<file path="src/rtl/dct_pkg.sv">
// Package for the 8x8 DCT block: constants, types, cosine basis function.
package dct_pkg;

  localparam int unsigned BlockSize  = 64;
  localparam int unsigned InterFrac  = 8;
  localparam int unsigned InterWidth = 24;

  typedef enum logic [1:0] {
    ST_FILL,
    ST_PASS1,
    ST_PASS2
  } engine_state_e;

  typedef struct packed {
    logic mode;
  } job_t;

  // c/2 * cos(m*pi/16) in Q2.30
  function automatic logic [31:0] half_cos_q30(input logic [3:0] m);
    logic [31:0] r;
    case (m)
      4'd0: r = 32'd536870912;
      4'd1: r = 32'd526555088;
      4'd2: r = 32'd496004047;
      4'd3: r = 32'd446391849;
      4'd4: r = 32'd379625062;
      4'd5: r = 32'd298269498;
      4'd6: r = 32'd205451603;
      4'd7: r = 32'd104738319;
      default: r = 32'd0;
    endcase
    return r;
  endfunction

  // Basis B[k][n] in Q1.frac, returned as 20-bit signed.
  function automatic logic signed [19:0] basis(input logic [2:0] k, input logic [2:0] n,
                                              input int unsigned frac);
    logic [4:0]  m;
    logic [31:0] mag;
    logic [32:0] q;
    logic        neg;
    neg = 1'b0;
    if (k == 3'd0) begin
      mag = half_cos_q30(4'd4);
    end else begin
      m = 5'(({2'b0, n, 1'b1}) * {3'b0, k});
      if (m > 5'd16) m = 5'(6'd32 - {1'b0, m});
      if (m > 5'd8) begin
        m = 5'd16 - m;
        neg = 1'b1;
      end
      mag = half_cos_q30(m[3:0]);
    end
    q = ({1'b0, mag} + (33'd1 << (29 - frac))) >> (30 - frac);
    return neg ? -$signed(20'(q)) : $signed(20'(q));
  endfunction

endpackage

</file>
<file path="src/rtl/dct_front.sv">
// Front end: collects 64 elements into the input store and queues a job per block.
module dct_front #(
  parameter int unsigned VALUE_WIDTH = 12
) (
  input  logic                          clk_i,
  input  logic                          rst_ni,
  input  logic                          in_valid_i,
  output logic                          in_ready_o,
  input  logic signed [VALUE_WIDTH-1:0] sample_value_i,
  input  logic                          mode_i,
  input  logic [5:0]                    rd_addr_i,
  output logic signed [VALUE_WIDTH-1:0] rd_data_o,
  input  logic                          rd_done_i,
  output logic                          job_valid_o,
  input  logic                          job_ready_i,
  output dct_pkg::job_t                 job_o
);

  logic signed [VALUE_WIDTH-1:0] mem_q [dct_pkg::BlockSize];
  logic [5:0] fill_q, fill_d;
  logic       busy_q, busy_d;
  logic       sent_q, sent_d;
  logic       acc;

  // Store is held until the back end finished reading it (busy).
  assign in_ready_o = !busy_q;
  assign acc = in_valid_i && in_ready_o;
  assign job_valid_o = busy_q && !sent_q;

  always_comb begin
    fill_d = fill_q;
    busy_d = busy_q;
    sent_d = sent_q;
    if (job_valid_o && job_ready_i) sent_d = 1'b1;
    if (rd_done_i) begin
      busy_d = 1'b0;
      sent_d = 1'b0;
    end
    if (acc) begin
      fill_d = fill_q + 6'd1;
      if (fill_q == 6'd63) busy_d = 1'b1;
    end
  end

  always_ff @(posedge clk_i or negedge rst_ni) begin
    if (!rst_ni) begin
      fill_q     <= '0;
      busy_q     <= 1'b0;
      sent_q     <= 1'b0;
      job_o.mode <= 1'b0;
    end else begin
      fill_q <= fill_d;
      busy_q <= busy_d;
      sent_q <= sent_d;
      if (acc && fill_q == 6'd63) job_o.mode <= mode_i;
    end
  end

  always_ff @(posedge clk_i) begin
    if (acc) mem_q[fill_q] <= sample_value_i;
    rd_data_o <= mem_q[rd_addr_i];
  end

endmodule

</file>
<file path="src/rtl/dct_back.sv">
// Back end: two-pass row-column transform on one shared MAC, results to an output register.
module dct_back #(
  parameter int unsigned VALUE_WIDTH   = 12,
  parameter int unsigned COS_FRAC_BITS = 14
) (
  input  logic                          clk_i,
  input  logic                          rst_ni,
  input  logic                          job_valid_i,
  output logic                          job_ready_o,
  input  dct_pkg::job_t                 job_i,
  output logic [5:0]                    rd_addr_o,
  input  logic signed [VALUE_WIDTH-1:0] rd_data_i,
  output logic                          rd_done_o,
  output logic                          out_valid_o,
  input  logic                          out_ready_i,
  output logic signed [VALUE_WIDTH-1:0] result_value_o,
  output logic                          last_of_block_o
);

  localparam int unsigned IW  = dct_pkg::InterWidth;
  localparam int unsigned AW  = IW + 20 + 3;
  localparam int unsigned Sh1 = COS_FRAC_BITS - dct_pkg::InterFrac;
  localparam int unsigned Sh2 = COS_FRAC_BITS + dct_pkg::InterFrac;

  dct_pkg::engine_state_e state_q, state_d;
  logic [5:0]  idx_q, idx_d;     // output element index r*8+k
  logic [3:0]  j_q, j_d;         // tap counter, 10 = finish
  logic        mode_q;
  logic        job_taken;
  logic signed [AW-1:0] acc_q;
  logic signed [IW-1:0] tmem_q [dct_pkg::BlockSize];
  logic signed [IW-1:0] trd_q;
  logic signed [19:0]   coef_q;
  logic                 mac_en_q;
  logic [5:0]           t_addr;
  logic signed [IW-1:0] opa;
  logic signed [IW+19:0] prod_n;
  logic signed [AW-1:0] prod;
  logic signed [AW-1:0] mag, rnd;
  logic signed [AW-1:0] hi1, lo1, hi2, lo2;
  logic                 finish;

  assign job_ready_o = (state_q == dct_pkg::ST_FILL) && !out_valid_o;
  assign job_taken   = job_valid_i && job_ready_o;
  assign rd_addr_o   = {idx_q[5:3], j_q[2:0]};
  assign t_addr      = {j_q[2:0], idx_q[5:3]};
  assign finish      = (j_q == 4'd10);
  // input store no longer needed once pass one is done
  assign rd_done_o   = (state_q == dct_pkg::ST_PASS1) && finish && (idx_q == 6'd63);

  always_comb begin
    state_d = state_q;
    idx_d   = idx_q;
    j_d     = j_q;
    case (state_q)
      dct_pkg::ST_FILL: begin
        if (job_taken) begin
          state_d = dct_pkg::ST_PASS1;
          idx_d   = '0;
          j_d     = '0;
        end
      end
      dct_pkg::ST_PASS1: begin
        j_d = j_q + 4'd1;
        if (finish) begin
          j_d   = '0;
          idx_d = idx_q + 6'd1;
          if (idx_q == 6'd63) state_d = dct_pkg::ST_PASS2;
        end
      end
      dct_pkg::ST_PASS2: begin
        if (!(finish && out_valid_o)) j_d = j_q + 4'd1;
        if (finish && !out_valid_o) begin
          j_d   = '0;
          idx_d = idx_q + 6'd1;
          if (idx_q == 6'd63) state_d = dct_pkg::ST_FILL;
        end
      end
      default: state_d = dct_pkg::ST_FILL;
    endcase
  end

  always_ff @(posedge clk_i or negedge rst_ni) begin
    if (!rst_ni) begin
      state_q  <= dct_pkg::ST_FILL;
      idx_q    <= '0;
      j_q      <= '0;
      mode_q   <= 1'b0;
      mac_en_q <= 1'b0;
    end else begin
      state_q  <= state_d;
      idx_q    <= idx_d;
      j_q      <= j_d;
      if (job_taken) mode_q <= job_i.mode;
      mac_en_q <= (state_q != dct_pkg::ST_FILL) && (j_q < 4'd8);
    end
  end

  // Stage 1: operand fetch (input store read in front, transpose read, coefficient)
  always_ff @(posedge clk_i) begin
    trd_q  <= tmem_q[t_addr];
    coef_q <= mode_q ? dct_pkg::basis(j_q[2:0], idx_q[2:0], COS_FRAC_BITS)
                     : dct_pkg::basis(idx_q[2:0], j_q[2:0], COS_FRAC_BITS);
  end

  // Stage 2: multiply-accumulate
  assign opa    = (state_q == dct_pkg::ST_PASS1) ? IW'(rd_data_i) : trd_q;
  assign prod_n = opa * coef_q;
  assign prod   = AW'(prod_n);

  always_ff @(posedge clk_i) begin
    if (j_q == 4'd0 && !(finish)) acc_q <= '0;
    else if (mac_en_q && j_q != 4'd10) acc_q <= acc_q + prod;
  end

  // Rounding, ties away from zero
  always_comb begin
    mag = acc_q[AW-1] ? -acc_q : acc_q;
    if (state_q == dct_pkg::ST_PASS1)
      rnd = (mag + (AW'(1) << (Sh1 - 1))) >>> Sh1;
    else
      rnd = (mag + (AW'(1) << (Sh2 - 1))) >>> Sh2;
    if (acc_q[AW-1]) rnd = -rnd;
    hi1 = (AW'(1) <<< (IW - 1)) - AW'(1);
    lo1 = -hi1 - AW'(1);
    hi2 = (AW'(1) <<< (VALUE_WIDTH - 1)) - AW'(1);
    lo2 = -hi2 - AW'(1);
  end

  always_ff @(posedge clk_i) begin
    if (state_q == dct_pkg::ST_PASS1 && finish) begin
      if (rnd > hi1)      tmem_q[idx_q] <= hi1[IW-1:0];
      else if (rnd < lo1) tmem_q[idx_q] <= lo1[IW-1:0];
      else                tmem_q[idx_q] <= rnd[IW-1:0];
    end
  end

  always_ff @(posedge clk_i or negedge rst_ni) begin
    if (!rst_ni) begin
      out_valid_o <= 1'b0;
    end else if (state_q == dct_pkg::ST_PASS2 && finish && !out_valid_o) begin
      out_valid_o <= 1'b1;
    end else if (out_ready_i) begin
      out_valid_o <= 1'b0;
    end
  end

  always_ff @(posedge clk_i) begin
    if (state_q == dct_pkg::ST_PASS2 && finish && !out_valid_o) begin
      last_of_block_o <= (idx_q == 6'd63);
      if (rnd > hi2)      result_value_o <= hi2[VALUE_WIDTH-1:0];
      else if (rnd < lo2) result_value_o <= lo2[VALUE_WIDTH-1:0];
      else                result_value_o <= rnd[VALUE_WIDTH-1:0];
    end
  end

endmodule

</file>
<file path="src/rtl/dct_8x8_forward_inverse.sv">
// Top level of the 8x8 forward/inverse DCT.
// Each element of each pass takes 8 taps on one shared MAC, then pipeline drain and write-back.
// Inputs stall from the 64th transfer until pass one ends, so the next block can be collected
// during pass two; a stalled result holds pass two.
// Reset: rst_ni asynchronous active low clears counters, handshakes and mode; stores are
// not cleared.
module dct_8x8_forward_inverse #(
  parameter int unsigned VALUE_WIDTH   = 12,
  parameter int unsigned COS_FRAC_BITS = 14
) (
  input  logic                          clk_i,
  input  logic                          rst_ni,
  input  logic                          cfg_valid_i,
  output logic                          cfg_ready_o,
  input  logic                          transform_mode_i,
  input  logic                          in_valid_i,
  output logic                          in_ready_o,
  input  logic signed [VALUE_WIDTH-1:0] sample_value_i,
  output logic                          out_valid_o,
  input  logic                          out_ready_i,
  output logic signed [VALUE_WIDTH-1:0] result_value_o,
  output logic                          last_of_block_o
);

  logic                          mode_q;
  logic                          job_valid, job_ready;
  dct_pkg::job_t                 job;
  logic [5:0]                    rd_addr;
  logic signed [VALUE_WIDTH-1:0] rd_data;
  logic                          rd_done;

  assign cfg_ready_o = 1'b1;

  always_ff @(posedge clk_i or negedge rst_ni) begin
    if (!rst_ni) mode_q <= 1'b0;
    else if (cfg_valid_i) mode_q <= transform_mode_i;
  end

  dct_front #(.VALUE_WIDTH(VALUE_WIDTH)) u_front (
    .clk_i, .rst_ni, .in_valid_i, .in_ready_o, .sample_value_i,
    .mode_i(mode_q), .rd_addr_i(rd_addr), .rd_data_o(rd_data), .rd_done_i(rd_done),
    .job_valid_o(job_valid), .job_ready_i(job_ready), .job_o(job)
  );

  dct_back #(.VALUE_WIDTH(VALUE_WIDTH), .COS_FRAC_BITS(COS_FRAC_BITS)) u_back (
    .clk_i, .rst_ni, .job_valid_i(job_valid), .job_ready_o(job_ready), .job_i(job),
    .rd_addr_o(rd_addr), .rd_data_i(rd_data), .rd_done_o(rd_done), .out_valid_o, .out_ready_i,
    .result_value_o, .last_of_block_o
  );

endmodule

</file>
<file path="config.mk">
export PLATFORM = sky130hd
export DESIGN_NAME = dct_8x8_forward_inverse
export DESIGN_NICKNAME = d
export VERILOG_FILES = /design/src/rtl/dct_pkg.sv /design/src/rtl/dct_front.sv /design/src/rtl/dct_back.sv /design/src/rtl/dct_8x8_forward_inverse.sv
export SDC_FILE = /design/constraint.sdc
export NUM_CORES = 2
export LEC_CHECK = 0
export BUFFER_PORTS_ARGS = -buffer_cell sky130_fd_sc_hd__buf_2
export CAP_MARGIN = 25
export CORE_MARGIN = 2
export CORE_UTILIZATION = 40
export CTS_CLUSTER_SIZE = 30
export DETAILED_ROUTE_END_ITERATION = 6
export GPL_ROUTABILITY_DRIVEN = 0
export GPL_TIMING_DRIVEN = 0
export PLACE_DENSITY = 0.66
export SETUP_SLACK_MARGIN = 0.5
export SLEW_MARGIN = 20
export SYNTH_ARGS = -nofsm -noshare
export SYNTH_HDL_FRONTEND = slang
export SYNTH_SLANG_ARGS = --single-unit
</file>
<file path="constraint.sdc">
create_clock -name clk_i -period 12.8 [get_ports clk_i]
set_input_delay 0.64 -clock clk_i [delete_from_list [all_inputs] [get_ports clk_i]]
set_output_delay 0.64 -clock clk_i [all_outputs]
set_load 0.05 [all_outputs]
</file>
* Word-level counts from Yosys, hierarchy flattened
Memory sizes are Yosys's and may differ from the RTL's. A register that Yosys moved wholly into a read port is not among the register bits. Index checks and enable logic that the tools add are counted.
Storage, ports and cells: input port bits 18, memory bits (writable) 2304, ROM bits 480, register bits 105, memories 4, output and inout port bits 16
Cells by class: multiplexer cells 61, bitwise operators 2, equal/unequal tests 12, $add $sub $neg 16, multipliers 3, reduce and logical (&&, ||, !) cells 29, $lt $le $gt $ge 9
Memory list:
- u_back.tmem_q | depth 64, width 24, rd ports 1, clocked after memory_dff 1, write ports 1, RTL line dct_back.sv:31 | logic signed [IW-1:0] tmem_q [dct_pkg::BlockSize];
- u_front.mem_q | depth 64, width 12, rd ports 1, clocked after memory_dff 1, write ports 1, RTL line dct_front.sv:19 | logic signed [VALUE_WIDTH-1:0] mem_q [dct_pkg::BlockSize];
- (no name shown) | depth 8, width 30, rd ports 1, clocked after memory_dff 0, write ports 0, RTL line dct_pkg.sv:21 | case (m)
- (no name shown) | depth 8, width 30, rd ports 1, clocked after memory_dff 0, write ports 0, RTL line dct_pkg.sv:21
Operators with widths (number):
- 2-to-1 mux 47 bit | 3
- 2-to-1 mux 32 bit | 4
- negator 47 bit | 2
- 2-to-1 mux 24 bit | 3
- adder 32 x 16 -> 33 bit, second input constant | 2
- 2-to-1 mux 20 bit | 3
- adder 47 x 23 -> 47 bit, second input constant | 1
- adder 47 x 44 -> 47 bit | 1
- adder 47 x 7 -> 47 bit, second input constant | 1
- greater-than comparator 47 x 12 -> 1 bit, second input constant | 1
- greater-than comparator 47 x 24 -> 1 bit, second input constant | 1
- < comparator 47 x 12 -> 1 bit, second input constant | 1
- < comparator 47 x 24 -> 1 bit, second input constant | 1
- multiplier 24 x 20 -> 44 bit | 1
- negator 17 -> 20 bit | 2
- 2-to-1 mux 4 bit | 8
- 2-to-1 mux 1 bit | 24
- 2-to-1 mux 5 bit | 4
- 2-to-1 mux 6 bit | 3
- one-hot mux 6 bit (3 select lines) | 1
- logical AND 1 bit | 14
- adder 6 x 1 -> 6 bit, second input constant | 2
- equality test 6 bit, second input constant | 2
- 2-to-1 mux 12 bit | 1
- other kinds (27) | 46

* Logic depth before layout (Yosys ltp)
An unclocked memory read counts as a cell.
word-level depth 14, mapped depth 42

* Hierarchy
From an unflattened synthesis, not the netlist that was laid out.
Second synthesis, totals: cells, all modules 8322, area, all modules 119012.9 µm²
By module, submodules not included:
- dct_back | area an instance 88636.3 µm², instances 1, sequential area each 48711.7 µm², cells each 6940
- dct_front | area an instance 30325.3 µm², instances 1, sequential area each 23527.6 µm², cells each 1378
- dct_8x8_forward_inverse | area an instance 51.3 µm², instances 1, sequential area each 25.0 µm², cells each 4

* Least setup slack after synthesis
Ideal clock, no wire load.
kind reg2reg, from register u_back.state_q[1], to register u_back.acc_q[44], buffers on the path 9, data arrival time 10.249 ns, stages on the path, launching flop included 38, period minus slack after synthesis 10.381 ns, setup slack 2.419 ns, library setup time 0.132 ns, cell sequence dfrtp_1 > inv_1 > ha_1 > clkbuf_1 > clkbuf_1 > clkbuf_1 > clkbuf_1 > buf_1 > buf_1 > and2_1 > buf_1 > a21o_1 > clkbuf_1 > clkbuf_1 > nand2_1 > fa_1 > inv_1 > ha_1 > (+2 left out) > fa_1 > fa_1 > inv_1 > fa_1 > inv_1 > ha_1 > or2_2 > a21oi_1 > a31oi_1 > a31oi_1 > o21ai_0 > a21oi_1 > o21ai_0 > a41oi_1 > o21bai_1 > a21oi_1 > xor2_1 > a21oi_1
Between the ends: cells in the longest elaborated chain, start to end 4
RTL lines:
- from (decl) | RTL line dct_back.sv:25 | dct_pkg::engine_state_e state_q, state_d;
- from (signal assigned) | RTL line dct_back.sv:85 | state_q <= dct_pkg::ST_FILL;
- from (signal assigned) | RTL line dct_back.sv:91 | state_q <= state_d;
- equality test 2 x 1 -> 1 bit | RTL line dct_back.sv:107 | assign opa = (state_q == dct_pkg::ST_PASS1) ? IW'(rd_data_i) : trd_q;
- 2-to-1 mux 24 bit | RTL line dct_back.sv:107
- multiplier 24 x 20 -> 44 bit | RTL line dct_back.sv:108 | assign prod_n = opa * coef_q;
- adder 47 x 44 -> 47 bit | RTL line dct_back.sv:113 | else if (mac_en_q && j_q != 4'd10) acc_q <= acc_q + prod;
- to (signal assigned) | RTL line dct_back.sv:113
- to (decl) | RTL line dct_back.sv:30 | logic signed [AW-1:0] acc_q;
Every way passes these cells. A chain may end at the register's enable or synchronous reset.

* Worst setup path in the final report
from register u_back.state_q[1], to register u_back.acc_q[46]
The elaborated chain is that of the path after synthesis.

==> out/qor.txt <==
Overall Global Routing Usage - 0.281
Number of flip-flops and latches in the synthesized netlist - 2,445
Top library cells by usage in the layout, fill and taps aside - edfxtp_1, inv_1, nand2_1, fa_1, nor2_1
Most area-consuming cells after synthesis - edfxtp_1, fa_1, mux4_2
Maximum number of buffers from clock root to sink - 3
Compound-Gate Fraction of Synth Area - 0.0799
Dominant cell type by count on the critical path - fa_1
Post-synthesis cell type with the largest combined area - edfxtp_1
Post-synthesis share of cell area spent on and, or, nand and nor gates - 0.0689
Die ar. - 305,000 µm²
Initial Util - 0.401
Antenna Violating Nets Remaining - 0
DIE WIDTH - 552 µm
Post-synth net total - 9,136
Area fraction of the dominant cell type after synthesis - 0.579
Postcts setup bufs - 0
Result of the run - complete, but fails checks
WL final - 438,000 µm
Routed length per placed instance - 33.5 µm
Number of enable flip-flop cells after synthesis - 2,317
Final worst path period share - 0.919
Achievable Freq - 0.0850 GHz
Req. time, crit path - 13.54 ns
Hold slack final - 0.0481 ns
Max-cap viol count - 0
Shortest period the worst path allows - 11.76 ns
Met1 wire length - 148,000 µm
Fraction of registers with async set or reset after synthesis - 0.0102
Dominant combinational cell family by area after synthesis - adder cells
Synthesized cell area - 120,000 µm²
Uppermost layer routed - met5
Post-synthesis cell count - 8,375
Number of distinct library cells after synthesis - 115
Count of vias placed by the detailed router - 82,829
Final layout net count - 9,633
Data arrival, critical path - 12.50 ns
Floorplan Core Area - 299,000 µm²
TritonCTS clock tree - built
H-tree Lvls - 4
Pin count of the biggest net entering global routing - 65
Number of detailed-routing iterations run before antenna repair - 7
Fillcell total - 25,534
Peak fanout along the critical path - 10
Number of hold violations in the final report - 0
Vias in the first global route - 79,855
Crit Path Class - reg -> reg
Worst Setup End Kind - flop
Clock root buffer - clkbuf_16
Mean instance size in the synthesized netlist - 14.3 µm²
Post-route DRC violation count - 114
Number of antenna violations at the first check in global routing - 54
Number of buffer cells added on primary ports - 32
Adder-cell share of the synthesized area - 0.113
Share of the yosys chip area belonging to registers - 0.601
Die height - 552 µm
CP max-delay cell - fa_1
First-pass GRT wire length - 604,000 µm
CP peak stage delay - 0.58 ns
Most common cell after layout, fill and taps aside - edfxtp_1
Ports placed on the boundary - 34
Total negative slack - 0 ns
Overflow left after global routing - 0
Share of layout cells above drive strength 1 - 0.160
Ratio of routed vias to standard cells - 6.34
Worst slack, placed - -0.737 ns
Share of the core filled with cells - 0.464
Clk_lat worst skew - 0.98 ns
Violations in the final reports - DRC
Primary flip-flop cell chosen by synthesis mapping - edfxtp_1
Final WS setup - 1.04 ns
DR WL met3 - 66,200 µm
Transition time at the pin with the least slew margin - 1.33 ns
Count of synthesis-stage warnings from yosys - 0
Number of violations reported at the end of detailed-routing iteration 0 - 14,863
Fraction of synthesized area in multiplexers - 0.0837
Hold/Removal Path Class - in -> reg
Number of cell rows - 201
Unrepaired setup endpoints after global routing - false
HPWL after detailed placement - 310,000 µm
# setup viols final - 0
Number of CTS-inserted buffers - 235
Area Overhead vs Synth - 15.5%
Relative slew slack - 0.111
Clock Sink Count - 2,445
Clock input transition at the sequential cells of the worst setup and hold paths - 0.06 ns
Critical path launch point type - flop
Clock skew - 0.118 ns
Met2 layer wire length in the routed design - 188,000 µm
XOR/XNOR Fraction of Synth Area - 0.0129
Final count of pins violating max slew - 0
-- sequential cells by signal, summed over array words and instances (netlist names), 2 cells and up --
register and cells:
u_back.acc_q 47, u_back.coef_q 20, u_back.idx_q 6, u_back.j_q 4
u_back.result_value_o 12, u_back.state_q 2, u_back.tmem_q 1536, u_back.trd_q 24
u_front.fill_q 6, u_front.mem_q 768, u_front.rd_data_o 12
-- kinds of logic after synthesis --
group | count (synthesis)
flops | 2445
simple gates | 1748
compound gates | 1378
buf+inv | 1254
fa+ha+maj | 746
mux | 627
xor+xnor | 176
other cells | 1
-- critical path: cells and delay by family (launching register included) --
| family | cells | cell delay (ns) |
|---|---|---|
| compound gates | 11 | 2.55 |
| fa+ha+maj | 9 | 4.44 |
| buf+inv | 12 | 3.01 |
| flops | 1 | 0.42 |
| mux | 2 | 0.63 |
| simple gates | 3 | 0.47 |
-- through the flow --
step / cell area, µm² / instances
floorplan: 120000 / 8375
global placement: 125000 / 12365
detailed placement: 130000 / 12565
CTS: 138000 / 13010
global route: 139000 / 13041
finish: 139000 / 13058
-- repair_timing --
item | 4_1_cts | 5_1_grt
endpoints found under the hold margin | 26 | 0
resized for setup | 25 | 24
hold buffers | 3 | 0
setup endpoints to repair | 18 | 1479
-- path summary, 6_finish.rpt --
path / startpoint / to / slack (ns) / cells past startpoint
worst min-delay path: out_ready_i / u_back.out_valid_o / 0.05 / 2
max in group asynchronous: rst_ni / u_front.job_o / 11.78 / 2
worst min register to register: u_back.acc_q[11] / u_back.acc_q[11] / 0.50 / 2
worst max register to register: u_back.state_q[1] / u_back.acc_q[46] / 1.04 / 37
min in group asynchronous: rst_ni / u_front.fill_q[5] / 0.44 / 2
worst max-delay path: u_back.state_q[1] / u_back.acc_q[46] / 1.04 / 37
-- area by class of cell --
class,count,area [µm²],area share
Antenna cell,23,57.6,0.000415
Buffer,488,2080,0.0150
Clock buffer,287,6160,0.0444
Clock inverter,155,1820,0.0131
Inverter,766,2880,0.0207
Multi-Input combinational cell,4676,44000,0.317
Sequential cell,2445,72300,0.521
Tap cell,3958,4950,0.0357
Timing Repair Buffer,260,4540,0.0327
-- metal layers --
layer	GRT usage	vias up
li1	-	31986
met1	0.339	41659
met2	0.418	7266
met3	0.114	1872
met4	0.171	46
met5	0.0106	-
-- cell usage after synthesis (41+ instances only) --
master / count
a211oi_1: 42
a21o_1: 47
a21oi_1: 292
a221oi_1: 190
a22o_1: 60
a22oi_1: 120
a31oi_1: 56
and2_1: 154
buf_1: 109
clkbuf_1: 352
dfxtp_1: 103
edfxtp_1: 2317
fa_1: 573
ha_1: 170
inv_1: 764
mux2_2: 128
mux2i_1: 209
mux4_2: 289
nand2_1: 669
nand3_1: 116
nand4_1: 46
nor2_1: 445
nor3_1: 59
o21ai_0: 235
or3_1: 41
xnor2_1: 122
xor2_1: 53
Power is left out: the tool's default activity adds up to more than one toggle a clock period on the data nets, which glitch-free logic cannot reach.
